## src/rtl/core/rpn_pkg.sv

```systemverilog
// ----------------------------------------------------------------------------
// RPN evaluator package
// Shared widths, operator codes, result codes, payload structs and the
// command and status groups between the controller and the datapath.
// ----------------------------------------------------------------------------
package rpn_pkg;

  localparam int STACK_DEPTH = 8;
  localparam int DATA_W      = 32;
  localparam int TAG_W       = 8;
  localparam int OPC_W       = 5;
  localparam int VAR_W       = 4;
  localparam int DEPTH_W     = $clog2(STACK_DEPTH + 1);
  localparam int DIV_CNT_W   = $clog2(DATA_W);
  localparam int SHAMT_W     = $clog2(DATA_W);

  localparam logic KIND_PUSH = 1'b0;
  localparam logic KIND_OPER = 1'b1;

  localparam logic [OPC_W-1:0] OP_END    = 5'd0;
  localparam logic [OPC_W-1:0] OP_NEG    = 5'd1;
  localparam logic [OPC_W-1:0] OP_LNOT   = 5'd2;
  localparam logic [OPC_W-1:0] OP_NOT    = 5'd3;
  localparam logic [OPC_W-1:0] OP_ADD    = 5'd4;
  localparam logic [OPC_W-1:0] OP_SUB    = 5'd5;
  localparam logic [OPC_W-1:0] OP_MUL    = 5'd6;
  localparam logic [OPC_W-1:0] OP_DIV    = 5'd7;
  localparam logic [OPC_W-1:0] OP_MOD    = 5'd8;
  localparam logic [OPC_W-1:0] OP_SHL    = 5'd9;
  localparam logic [OPC_W-1:0] OP_SHR    = 5'd10;
  localparam logic [OPC_W-1:0] OP_EQ     = 5'd11;
  localparam logic [OPC_W-1:0] OP_NE     = 5'd12;
  localparam logic [OPC_W-1:0] OP_LT     = 5'd13;
  localparam logic [OPC_W-1:0] OP_LE     = 5'd14;
  localparam logic [OPC_W-1:0] OP_GT     = 5'd15;
  localparam logic [OPC_W-1:0] OP_GE     = 5'd16;
  localparam logic [OPC_W-1:0] OP_OR     = 5'd17;
  localparam logic [OPC_W-1:0] OP_AND    = 5'd18;
  localparam logic [OPC_W-1:0] OP_XOR    = 5'd19;
  localparam logic [OPC_W-1:0] OP_LOR    = 5'd20;
  localparam logic [OPC_W-1:0] OP_LAND   = 5'd21;
  localparam logic [OPC_W-1:0] OP_ASSIGN = 5'd22;
  localparam logic [OPC_W-1:0] OP_PASS   = 5'd23;

  localparam logic [VAR_W-1:0] VAR_TAG_HI = 4'h9;

  typedef enum logic [2:0] {
    RES_FINAL     = 3'd0,
    RES_STORE_VAR = 3'd1,
    RES_STORE_REF = 3'd2,
    RES_OVERFLOW  = 3'd3,
    RES_UNDERFLOW = 3'd4,
    RES_NO_TARGET = 3'd5
  } res_kind_t;

  typedef struct packed {
    logic                     kind;
    logic signed [DATA_W-1:0] push_value;
    logic [TAG_W-1:0]         target_tag;
    logic [OPC_W-1:0]         operator_code;
  } item_t;

  typedef struct packed {
    res_kind_t                result_kind;
    logic signed [DATA_W-1:0] result_value;
    logic [VAR_W-1:0]         variable_index;
    logic [TAG_W-1:0]         reference_tag;
  } result_t;

  typedef enum logic [1:0] {
    S_IDLE,
    S_DECODE,
    S_DIV,
    S_COMMIT
  } state_t;

  typedef struct packed {
    logic load;
    logic div_start;
    logic commit;
  } dp_cmd_t;

  typedef struct packed {
    logic needs_div;
    logic has_result;
    logic div_done;
    logic out_free;
  } dp_stat_t;

endpackage

```

## src/rtl/core/rpn_stack_expression_evaluator.sv

```systemverilog
// ----------------------------------------------------------------------------
// RPN stack expression evaluator
// Postfix evaluator on an eight-entry operand stack with store requests.
// ----------------------------------------------------------------------------
// The item channel takes push and operator items; the result channel gives
// at most one request per item: a final value, a store to a variable or to a
// reference, or an overflow, underflow or missing-target flag.
// After acceptance an item passes through decode, a divide where needed, and
// commit before the next item can be accepted, and its request is shown in
// the cycle after its commit. Divide and modulo wait for the divider, which
// resolves one quotient bit per cycle.
// Reset empties the stack and drops any request that has not been taken.
// While the receiver stalls, the waiting request is held in the output
// register and further items that raise no request are still accepted; an
// item that raises a request waits at commit until the register is free.
// ----------------------------------------------------------------------------
module rpn_stack_expression_evaluator import rpn_pkg::*; (
  input  logic    clk,
  input  logic    rst,
  input  logic    item_valid,
  output logic    item_ready,
  input  item_t   item,
  output logic    result_valid,
  input  logic    result_ready,
  output result_t result
);

  dp_cmd_t  cmd;
  dp_stat_t stat;

  rpn_ctrl u_ctrl (
    .clk        (clk),
    .rst        (rst),
    .item_valid (item_valid),
    .item_ready (item_ready),
    .stat       (stat),
    .cmd        (cmd)
  );

  rpn_dp u_dp (
    .clk          (clk),
    .rst          (rst),
    .item         (item),
    .cmd          (cmd),
    .stat         (stat),
    .result_valid (result_valid),
    .result_ready (result_ready),
    .result       (result)
  );

endmodule

```

## src/rtl/core/rpn_div.sv

```systemverilog
// ----------------------------------------------------------------------------
// RPN divider
// Signed truncating divide and remainder, one restoring step per cycle on
// the magnitudes, with the signs applied to the finished result.
// ----------------------------------------------------------------------------
module rpn_div import rpn_pkg::*; (
  input  logic              clk,
  input  logic              rst,
  input  logic              start,
  input  logic [DATA_W-1:0] dividend,
  input  logic [DATA_W-1:0] divisor,
  output logic              done,
  output logic [DATA_W-1:0] quotient,
  output logic [DATA_W-1:0] remainder
);

  logic                 running;
  logic [DIV_CNT_W-1:0] cnt;
  logic [DATA_W-1:0]    rem;
  logic [DATA_W-1:0]    quo;
  logic [DATA_W-1:0]    dvs;
  logic [DATA_W-1:0]    dividend_q;
  logic                 a_neg;
  logic                 b_neg;
  logic                 b_zero;
  logic [DATA_W:0]      shifted;
  logic [DATA_W:0]      diff;

  assign shifted = {rem, quo[DATA_W-1]};
  assign diff    = shifted - {1'b0, dvs};

  always_ff @(posedge clk) begin
    if (rst) begin
      running <= 1'b0;
      done    <= 1'b0;
      cnt     <= '0;
    end else if (start) begin
      running <= 1'b1;
      done    <= 1'b0;
      cnt     <= '0;
    end else if (running) begin
      cnt <= cnt + 1'b1;
      if (cnt == DIV_CNT_W'(DATA_W - 1)) begin
        running <= 1'b0;
        done    <= 1'b1;
      end
    end
  end

  always_ff @(posedge clk) begin
    if (start) begin
      a_neg      <= dividend[DATA_W-1];
      b_neg      <= divisor[DATA_W-1];
      b_zero     <= (divisor == '0);
      dividend_q <= dividend;
      rem        <= '0;
      quo        <= dividend[DATA_W-1] ? (~dividend + 1'b1) : dividend;
      dvs        <= divisor[DATA_W-1] ? (~divisor + 1'b1) : divisor;
    end else if (running) begin
      if (!diff[DATA_W]) begin
        rem <= diff[DATA_W-1:0];
      end else begin
        rem <= shifted[DATA_W-1:0];
      end
      quo <= {quo[DATA_W-2:0], ~diff[DATA_W]};
    end
  end

  always_comb begin
    if (b_zero) begin
      quotient  = '0;
      remainder = dividend_q;
    end else begin
      quotient  = (a_neg ^ b_neg) ? (~quo + 1'b1) : quo;
      remainder = a_neg ? (~rem + 1'b1) : rem;
    end
  end

`ifndef NO_ASSERTIONS
  a_start_clears_done: assert property (@(posedge clk) disable iff (rst)
    start |=> !done)
    else $error("Divider reports done directly after a start.");
  a_run_done_excl: assert property (@(posedge clk) disable iff (rst)
    !(running && done))
    else $error("Divider is running and done at once.");
`endif

endmodule

```

## src/rtl/core/rpn_dp.sv

```systemverilog
// ----------------------------------------------------------------------------
// RPN datapath
// Item register, shifting operand stack, operator unit, divider and the
// result register that holds one request for the receiver.
// ----------------------------------------------------------------------------
module rpn_dp import rpn_pkg::*; (
  input  logic     clk,
  input  logic     rst,
  input  item_t    item,
  input  dp_cmd_t  cmd,
  output dp_stat_t stat,
  output logic     result_valid,
  input  logic     result_ready,
  output result_t  result
);

  item_t              item_q;
  logic [DATA_W-1:0]  vals [STACK_DEPTH];
  logic [TAG_W:0]     tgts [STACK_DEPTH];
  logic [DEPTH_W-1:0] depth;

  logic              is_push;
  logic              is_end;
  logic              full;
  logic              do_push;
  logic              do_pop;
  logic              do_clear;
  logic              has_result;
  result_t           res_next;
  logic [DATA_W-1:0] a;
  logic [DATA_W-1:0] b;
  logic [DATA_W-1:0] alu;
  logic [DATA_W-1:0] top_val;
  logic [TAG_W:0]    top_tgt;
  logic              big_shift;
  logic              div_done;
  logic [DATA_W-1:0] quotient;
  logic [DATA_W-1:0] remainder;

  rpn_div u_div (
    .clk       (clk),
    .rst       (rst),
    .start     (cmd.div_start),
    .dividend  (a),
    .divisor   (b),
    .done      (div_done),
    .quotient  (quotient),
    .remainder (remainder)
  );

  assign a         = vals[1];
  assign b         = vals[0];
  assign is_push   = (item_q.kind == KIND_PUSH);
  assign is_end    = !is_push && (item_q.operator_code == OP_END);
  assign full      = (depth >= DEPTH_W'(STACK_DEPTH));
  assign big_shift = |b[DATA_W-1:SHAMT_W];

  always_comb begin
    case (item_q.operator_code)
      OP_NEG:  alu = ~b + 1'b1;
      OP_LNOT: alu = DATA_W'(b == '0);
      OP_NOT:  alu = ~b;
      OP_ADD:  alu = a + b;
      OP_SUB:  alu = a - b;
      OP_MUL:  alu = a * b;
      OP_DIV:  alu = quotient;
      OP_MOD:  alu = remainder;
      OP_SHL:  alu = big_shift ? '0 : (a << b[SHAMT_W-1:0]);
      OP_SHR:  alu = big_shift ? '0 : (a >> b[SHAMT_W-1:0]);
      OP_EQ:   alu = DATA_W'(a == b);
      OP_NE:   alu = DATA_W'(a != b);
      OP_LT:   alu = DATA_W'($signed(a) < $signed(b));
      OP_LE:   alu = DATA_W'($signed(a) <= $signed(b));
      OP_GT:   alu = DATA_W'($signed(a) > $signed(b));
      OP_GE:   alu = DATA_W'($signed(a) >= $signed(b));
      OP_OR:   alu = a | b;
      OP_AND:  alu = a & b;
      OP_XOR:  alu = a ^ b;
      OP_LOR:  alu = DATA_W'((a != '0) || (b != '0));
      OP_LAND: alu = DATA_W'((a != '0) && (b != '0));
      OP_PASS: alu = b;
      default: alu = '0;
    endcase
  end

  always_comb begin
    do_push    = 1'b0;
    do_pop     = 1'b0;
    do_clear   = 1'b0;
    has_result = 1'b0;
    top_val    = alu;
    top_tgt    = '0;
    res_next   = '{result_kind: RES_FINAL, result_value: '0,
                   variable_index: '0, reference_tag: '0};
    if (is_push) begin
      if (full) begin
        has_result           = 1'b1;
        res_next.result_kind = RES_OVERFLOW;
      end else begin
        do_push = 1'b1;
      end
    end else if (is_end) begin
      has_result = 1'b1;
      if (depth == '0) begin
        res_next.result_kind = RES_UNDERFLOW;
      end else begin
        do_clear              = 1'b1;
        res_next.result_value = b;
      end
    end else if (depth < DEPTH_W'(2)) begin
      has_result           = 1'b1;
      res_next.result_kind = RES_UNDERFLOW;
    end else if (item_q.operator_code == OP_ASSIGN) begin
      do_pop                = 1'b1;
      has_result            = 1'b1;
      top_val               = b;
      top_tgt               = tgts[1];
      res_next.result_value = b;
      if (!tgts[1][TAG_W]) begin
        res_next.result_kind = RES_NO_TARGET;
      end else if (tgts[1][TAG_W-1:TAG_W-VAR_W] == VAR_TAG_HI) begin
        res_next.result_kind    = RES_STORE_VAR;
        res_next.variable_index = tgts[1][VAR_W-1:0];
      end else begin
        res_next.result_kind   = RES_STORE_REF;
        res_next.reference_tag = tgts[1][TAG_W-1:0];
      end
    end else begin
      do_pop = 1'b1;
    end
  end

  assign stat.needs_div  = !is_push && !is_end && (depth >= DEPTH_W'(2)) &&
                           ((item_q.operator_code == OP_DIV) ||
                            (item_q.operator_code == OP_MOD));
  assign stat.has_result = has_result;
  assign stat.div_done   = div_done;
  assign stat.out_free   = !result_valid || result_ready;

  always_ff @(posedge clk) begin
    if (cmd.load) begin
      item_q <= item;
    end
  end

  always_ff @(posedge clk) begin
    if (cmd.commit) begin
      if (do_push) begin
        vals[0] <= item_q.push_value;
        tgts[0] <= {1'b1, item_q.target_tag};
        for (int i = 1; i < STACK_DEPTH; i++) begin
          vals[i] <= vals[i-1];
          tgts[i] <= tgts[i-1];
        end
      end else if (do_pop) begin
        vals[0] <= top_val;
        tgts[0] <= top_tgt;
        for (int i = 1; i < STACK_DEPTH - 1; i++) begin
          vals[i] <= vals[i+1];
          tgts[i] <= tgts[i+1];
        end
      end
    end
  end

  always_ff @(posedge clk) begin
    if (rst) begin
      depth <= '0;
    end else if (cmd.commit) begin
      if (do_push) begin
        depth <= depth + 1'b1;
      end else if (do_pop) begin
        depth <= depth - 1'b1;
      end else if (do_clear) begin
        depth <= '0;
      end
    end
  end

  always_ff @(posedge clk) begin
    if (rst) begin
      result_valid <= 1'b0;
    end else if (cmd.commit && has_result) begin
      result_valid <= 1'b1;
    end else if (result_ready) begin
      result_valid <= 1'b0;
    end
  end

  always_ff @(posedge clk) begin
    if (cmd.commit && has_result) begin
      result <= res_next;
    end
  end

`ifndef NO_ASSERTIONS
  a_depth_bound: assert property (@(posedge clk) disable iff (rst)
    depth <= DEPTH_W'(STACK_DEPTH))
    else $error("Stack depth is beyond the stack size.");
  a_no_overwrite: assert property (@(posedge clk) disable iff (rst)
    cmd.commit && has_result |-> !result_valid || result_ready)
    else $error("A request overwrites one that has not been taken.");
  a_end_empties: assert property (@(posedge clk) disable iff (rst)
    cmd.commit && do_clear |=> depth == '0)
    else $error("The stack is not empty after the end of an expression.");
`endif

endmodule

```

## src/rtl/core/rpn_ctrl.sv

```systemverilog
// ----------------------------------------------------------------------------
// RPN controller
// Sequences one item at a time: capture, decode, divide where needed, and
// commit once the result register can take the request.
// ----------------------------------------------------------------------------
module rpn_ctrl import rpn_pkg::*; (
  input  logic     clk,
  input  logic     rst,
  input  logic     item_valid,
  output logic     item_ready,
  input  dp_stat_t stat,
  output dp_cmd_t  cmd
);

  state_t state;
  state_t state_next;

  always_ff @(posedge clk) begin
    if (rst) begin
      state <= S_IDLE;
    end else begin
      state <= state_next;
    end
  end

  always_comb begin
    state_next = state;
    case (state)
      S_IDLE: begin
        if (item_valid) begin
          state_next = S_DECODE;
        end
      end
      S_DECODE: begin
        state_next = stat.needs_div ? S_DIV : S_COMMIT;
      end
      S_DIV: begin
        if (stat.div_done) begin
          state_next = S_COMMIT;
        end
      end
      S_COMMIT: begin
        if (!stat.has_result || stat.out_free) begin
          state_next = S_IDLE;
        end
      end
      default: state_next = S_IDLE;
    endcase
  end

  always_comb begin
    item_ready    = 1'b0;
    cmd.load      = 1'b0;
    cmd.div_start = 1'b0;
    cmd.commit    = 1'b0;
    case (state)
      S_IDLE: begin
        item_ready = 1'b1;
        cmd.load   = item_valid;
      end
      S_DECODE: begin
        cmd.div_start = stat.needs_div;
      end
      S_DIV: begin
      end
      S_COMMIT: begin
        cmd.commit = !stat.has_result || stat.out_free;
      end
      default: begin
      end
    endcase
  end

endmodule
```

## config.mk

```make
export PLATFORM = sky130hd
export DESIGN_NAME = rpn_stack_expression_evaluator
export DESIGN_NICKNAME = d
export VERILOG_FILES = /design/src/rtl/core/rpn_pkg.sv /design/src/rtl/core/rpn_stack_expression_evaluator.sv /design/src/rtl/core/rpn_div.sv /design/src/rtl/core/rpn_dp.sv /design/src/rtl/core/rpn_ctrl.sv
export SDC_FILE = /design/constraint.sdc
export NUM_CORES = 2
export LEC_CHECK = 0
export BUFFER_PORTS_ARGS = -buffer_cell sky130_fd_sc_hd__buf_2
export CAP_MARGIN = 15
export CELL_PAD_IN_SITES_DETAIL_PLACEMENT = 0
export CELL_PAD_IN_SITES_GLOBAL_PLACEMENT = 2
export CORE_MARGIN = 3
export CORE_UTILIZATION = 45
export CTS_CLUSTER_SIZE = 25
export DETAILED_ROUTE_END_ITERATION = 7
export PLACE_DENSITY_LB_ADDON = 0.1
export SLEW_MARGIN = 20
export SYNTH_ARGS = -nofsm -noshare
export SYNTH_HDL_FRONTEND = slang
export SYNTH_SLANG_ARGS = --single-unit
export TNS_END_PERCENT = 1
```

## constraint.sdc

```tcl
create_clock -name clk -period 19.5 [get_ports clk]
set_input_delay 1.95 -clock clk [delete_from_list [all_inputs] [get_ports clk]]
set_output_delay 1.95 -clock clk [all_outputs]
set_load 0.005 [all_outputs]
```

* Yosys cells after proc, flatten, opt, wreduce, memory -nomap -nowiden
Memories as Yosys holds them, arrays and structs flattened.
Index checks and enable logic that the tools add are counted.
** Storage, ports and cells
- Output and inout port bits :: 49
- Memories kept :: 2
- Input port bits :: 50
- Memory bits (read-only) :: 0
- Bits in writable memories :: 328
- Word-level logic and storage cells :: 217
- Bits in latches :: 0
- Register bits :: 238
** Memories
- u_dp.vals :: depth 8, width 32, read ports 8, clocked after Yosys merged registers in 0, wr ports 8, line rpn_dp.sv:18 : logic [DATA_W-1:0] vals [STACK_DEPTH];
- u_dp.tgts :: depth 8, width 9, read ports 8, clocked after Yosys merged registers in 0, wr ports 8, line rpn_dp.sv:19 : logic [TAG_W:0] tgts [STACK_DEPTH];
** Cells by class
- Bitwise operators :: 27
- Shift operators :: 2
- Eq/ne operators :: 33
- Div/mod/pow operators :: 0
- $add $sub $neg :: 10
- Mux-type cells :: 84
- Magnitude comparators :: 7
- Reductions and logical operators :: 29
- $mul :: 1
** Operators by type and width (number)
- 2-to-1 mux 32 bit :: 22
- case mux 32 bit (22 select lines) :: 1
- adder 32 x 1 -> 32 bit (second input constant) :: 4
- NOT 32 bit :: 4
- 2-to-1 mux 9 bit :: 11
- nonzero test 32 bit :: 2
- 2-to-1 mux 47 bit :: 1
- == test 5 bit (second input constant) :: 9
- 2-to-1 mux 44 bit :: 1
- == test 5 x 4 -> 1 bit (second input constant) :: 8
- 2-to-1 mux 35 bit :: 1
- subtractor 33 x 32 -> 33 bit :: 1
- adder 32 bit :: 1
- AND 32 bit :: 1
- == test 32 bit :: 1
- greater-or-equal comparator 32 bit :: 1
- > comparator 32 bit :: 1
- <= comparator 32 bit :: 1
- zero test 32 bit :: 1
- < comparator 32 bit :: 1
- multiplier 32 x 32 -> 32 bit :: 1
- inequality test 32 bit :: 1
- bitwise OR 32 bit :: 1
- << shifter 32 x 5 -> 32 bit :: 1
- 41 further kinds :: 116

* Logic depth before layout (Yosys ltp)
- Depth in word-level cells :: 11
- Mapped depth :: 32
- Depth with buffers taken out :: 27

* Hierarchy
A second synthesis with hierarchy kept.
** Second synthesis, totals
- Cell total of the unflattened synthesis :: 5236
- Area, all modules :: 51541.9 um^2
** Modules (own cells, without submodules)
- rpn_dp :: sequential area each 12742.2 um^2, area each 41418.5 um^2, cells an instance 4092, times used 1
- rpn_div :: sequential area each 3723.6 um^2, area each 9888.2 um^2, cells an instance 1121, times used 1
- rpn_ctrl :: sequential area each 40.0 um^2, area each 235.2 um^2, cells an instance 23, times used 1

* Worst setup path before layout
OpenSTA, ideal clock, no wires.
- Kind :: in2reg
- Start :: in result_ready
- End :: mem u_dp.vals[0][0] (enable)
- Path buffers :: 1
- Library setup time :: 0.394 ns
- Data required time :: 19.106 ns
- Slack :: 9.772 ns
- Cell stages on the path :: 5
- Data arrival time :: 9.334 ns
- Cells stage by stage :: nand2b_1 -> o311ai_1 -> clkbuf_1 -> nand2_1 -> o31a_1
** RTL lines
- start, declared :: line rpn_stack_expression_evaluator.sv:24 : input logic result_ready,
- end, declared :: line rpn_dp.sv:18

==> metrics.txt <==
routed wire length 214000 um; number of top-level design ports 99; yosys warns 0; worst-margin pin slew 1.16 ns; outcome finished, final reports clean; Starting Density 0.457; data arrival time of the worst path 9.60 ns; hold crit path type reg -> reg; antenna violations before repair 13; predominant post-synthesis flop cell sky130_fd_sc_hd__edfxtp_1; final hold violation count 0; GR Util All Layers 0.366; core box area 111000 um2; buffers inserted by post-CTS timing repair 0; clk slew on worst S/H paths 0.07 ns; Hold Path Sink u_dp.vals[3][32]; distinct cell type count of the synthesized netlist 90; placed cell count 6927; power density of the placed cells 181 nW/um2; Setup WS pre-CTS 10.40 ns; DR WL/cell 30.4 um; Synth Register Bits 565; hold buffer count at cts 0; floorplan die area 117000 um2; height of the die 342 um; maximum fanout encountered on the critical timing path 17; Congestion Overflow GR 0; Reg-to-Reg End u_dp.vals[0][29]; standard-cell rows 122; Max Clock Skew 0.0620 ns; total negative slack 0 ns; highest ir drop seen on vdd 0.464 mV; clock latency at the later pin of the worst-skew pair 0.71 ns; first-pass GRT wire length 310000 um; post-detail-place hpwl 154000 um; Crit path required time 19.92 ns; cell type of the slowest stage on the worst timing path sky130_fd_sc_hd__clkinv_1; nets@finish 6238; Placed Area 53000 um2; Port Buffers 98; Die X-Extent 342 um; Sink Count 565; clock period minus final worst setup slack 9.18 ns; DRC violation total after the first TritonRoute iteration 5391; DRT antenna net count 0; final count of negative-setup-slack endpoints 0; number of enable-type register cells in the synthesized netlist 519; Layout Utilization 0.497; max frequency 109 MHz; Worst Setup Path Type reg -> reg; startpoint of the most critical setup path u_dp.vals[0][12]; final design area excluding fillers 55400 um2; total number of vias 43600; library cell used as clock root buffer sky130_fd_sc_hd__clkbuf_16; r2r worst-path depth 27; routability congestion estimate from global placement 1.02; Final period util 0.471; netlist area before placement 50900 um2; maximum number of pins on one net before global-route repair 142; synthesized area per cell 9.13 um2; cell seen most often among critical-path stages sky130_fd_sc_hd__fa_1; Hold Path Origin u_dp.vals[3][0]; TritonCTS buffer count 70; final count of pins violating max slew 0; Critical Path Start Type flop; number of global-route vias before repair 42600; maximum single-stage delay on the critical path 1.06 ns; count of maximum capacitance violations 0; cell depth of the worst hold path 0; Post-Synthesis Cells 5572; RSZ-0062 raised after global routing false; Via-to-Cell Ratio 6.17; relative slew slack 0.228; share of flip-flops with an asynchronous set or reset after synthesis 0; Max clock buf depth 3; area overhead of the layout relative to synthesis 8.85%; Seq/Total Area, Yosys 0.324; worst reg-to-reg setup slack 10.32 ns; share of layout cells above drive strength 1 0.0823; clock tree from TritonCTS built; element type at the critical path end flop; DRC violation count after routing 0; final instance count without filler cells 7056; Final Worst Setup Slack 10.32 ns; cell leakage power 23.0 nW; H-tree levels 3; startpoint of the lowest-slack register-to-register path u_dp.vals[0][12]; drt first pass iters 6; Resize count post-CTS 0; Mapped Nets 6298
## logic make-up (layout without fill, tap and decap cells)
kind of cell,after synthesis,count (layout),synth area share
compound gates,969,969,0.123
simple gates,2065,2065,0.173
buf+inv,899,891,0.0673
other cells,0,4,0
flops,565,565,0.324
xor+xnor,263,263,0.0453
fa+ha+maj,676,676,0.227
mux,135,135,0.0399
## synthesized netlist by cell type (all sizes together), types with 22 or more instances
cell,n,area share
a31oi,26,0.0032
nor2b,24,0.0030
a22oi,22,0.0032
a21oi,214,0.021
inv,520,0.038
xor2,59,0.010
nand4,27,0.0034
nand2b,33,0.0041
dfxtp,46,0.018
mux4,54,0.024
edfxtp,519,0.31
xnor2,204,0.035
and2,40,0.0049
nor2,558,0.041
o211ai,38,0.0056
o221ai,23,0.0040
nor4,22,0.0027
nand3,63,0.0062
buf,78,0.0067
o31ai,37,0.0055
o21bai,27,0.0040
ha,265,0.065
a21o,42,0.0062
or3,33,0.0043
mux2i,77,0.015
o21ai,280,0.028
a211oi,34,0.0050
nand2,1091,0.080
fa,411,0.16
a221oi,32,0.0055
clkbuf,284,0.021
nor3,71,0.0074
o22ai,31,0.0038
## placed cells by master (no fill, tap or decap), types with 128 or more instances in the layout
cell	count
sky130_fd_sc_hd__nor2_1	554
sky130_fd_sc_hd__edfxtp_1	519
sky130_fd_sc_hd__fa_1	411
sky130_fd_sc_hd__buf_4	128
sky130_fd_sc_hd__ha_1	265
sky130_fd_sc_hd__a21oi_1	214
sky130_fd_sc_hd__nand2_1	1088
sky130_fd_sc_hd__o21ai_0	275
sky130_fd_sc_hd__xnor2_1	203
sky130_fd_sc_hd__inv_1	512
## sequential cells by signal, summed over array words and instances (netlist names)
signal	count
u_dp.depth	4
u_ctrl.state	2
u_dp.u_div.done	1
u_dp.u_div.rem	32
u_dp.result	47
u_dp.vals	256
u_dp.tgts	72
u_dp.u_div.b_neg	1
u_dp.result_valid	1
u_dp.u_div.cnt	5
u_dp.u_div.quo	32
u_dp.item_q	46
u_dp.u_div.dividend_q	32
u_dp.u_div.dvs	32
u_dp.u_div.running	1
u_dp.u_div.b_zero	1
## routing by layer
layer | global-route usage | up-vias | share of wire
li1 | - | 18700 | -
met1 | 0.509 | 21800 | 0.41
met2 | 0.541 | 2471 | 0.43
met3 | 0.0870 | 539 | 0.11
met4 | 0.166 | 4 | 0.054
met5 | 0 | - | 0.00013
## power breakdown
part,internal (mW),total (mW),switching [mW]
Clock,0.777,1.37,0.597
Sequential,1.43,1.53,0.0959
Combinational,2.69,7.13,4.44
## layout make-up
| type | instances | area, um2 |
|---|---|---|
| fillers | 10700 | 56100 |
| multi-input cells | 4108 | 31100 |
| flip-flops and latches | 565 | 16500 |
| inverters | 537 | 2020 |
| well taps | 1488 | 1860 |
| clock buffers | 85 | 1840 |
| repair buffers | 230 | 1540 |
| clock inverters | 39 | 529 |
| diodes | 4 | 10.0 |
## metrics by stage
stage               hold slack [ns]  total power, mW
floorplan                     0.426             6.04
global placement              0.430             8.42
detailed placement            0.431             8.46
CTS                           0.443             9.88
global route                  0.455             10.7
finish                        0.439             10.0
## worst max-delay path, delay by kind of cell (launching register included)
family	cells	cell delay [ns]
adders and majority gates	9	3.85
buffers and inverters	7	1.41
AOI/OAI and AO/OA	4	1.32
and+or+nand+nor	6	1.14
DFF	1	0.99
xor gates and xnor gates	1	0.17
## how the worst max path moves through the flow
stage / endpoint / slack [ns] / cells after the start
after floorplan: u_dp.vals[0][0] / 9.77 / 5
after global placement: u_dp.vals[0][29] / 10.60 / 25
after detailed placement: u_dp.vals[0][29] / 10.40 / 25
after CTS: u_dp.vals[0][29] / 10.40 / 25
after global routing: u_dp.vals[0][31] / 10.02 / 27
final: u_dp.vals[0][29] / 10.32 / 27
(Power assumes the default switching activity.)
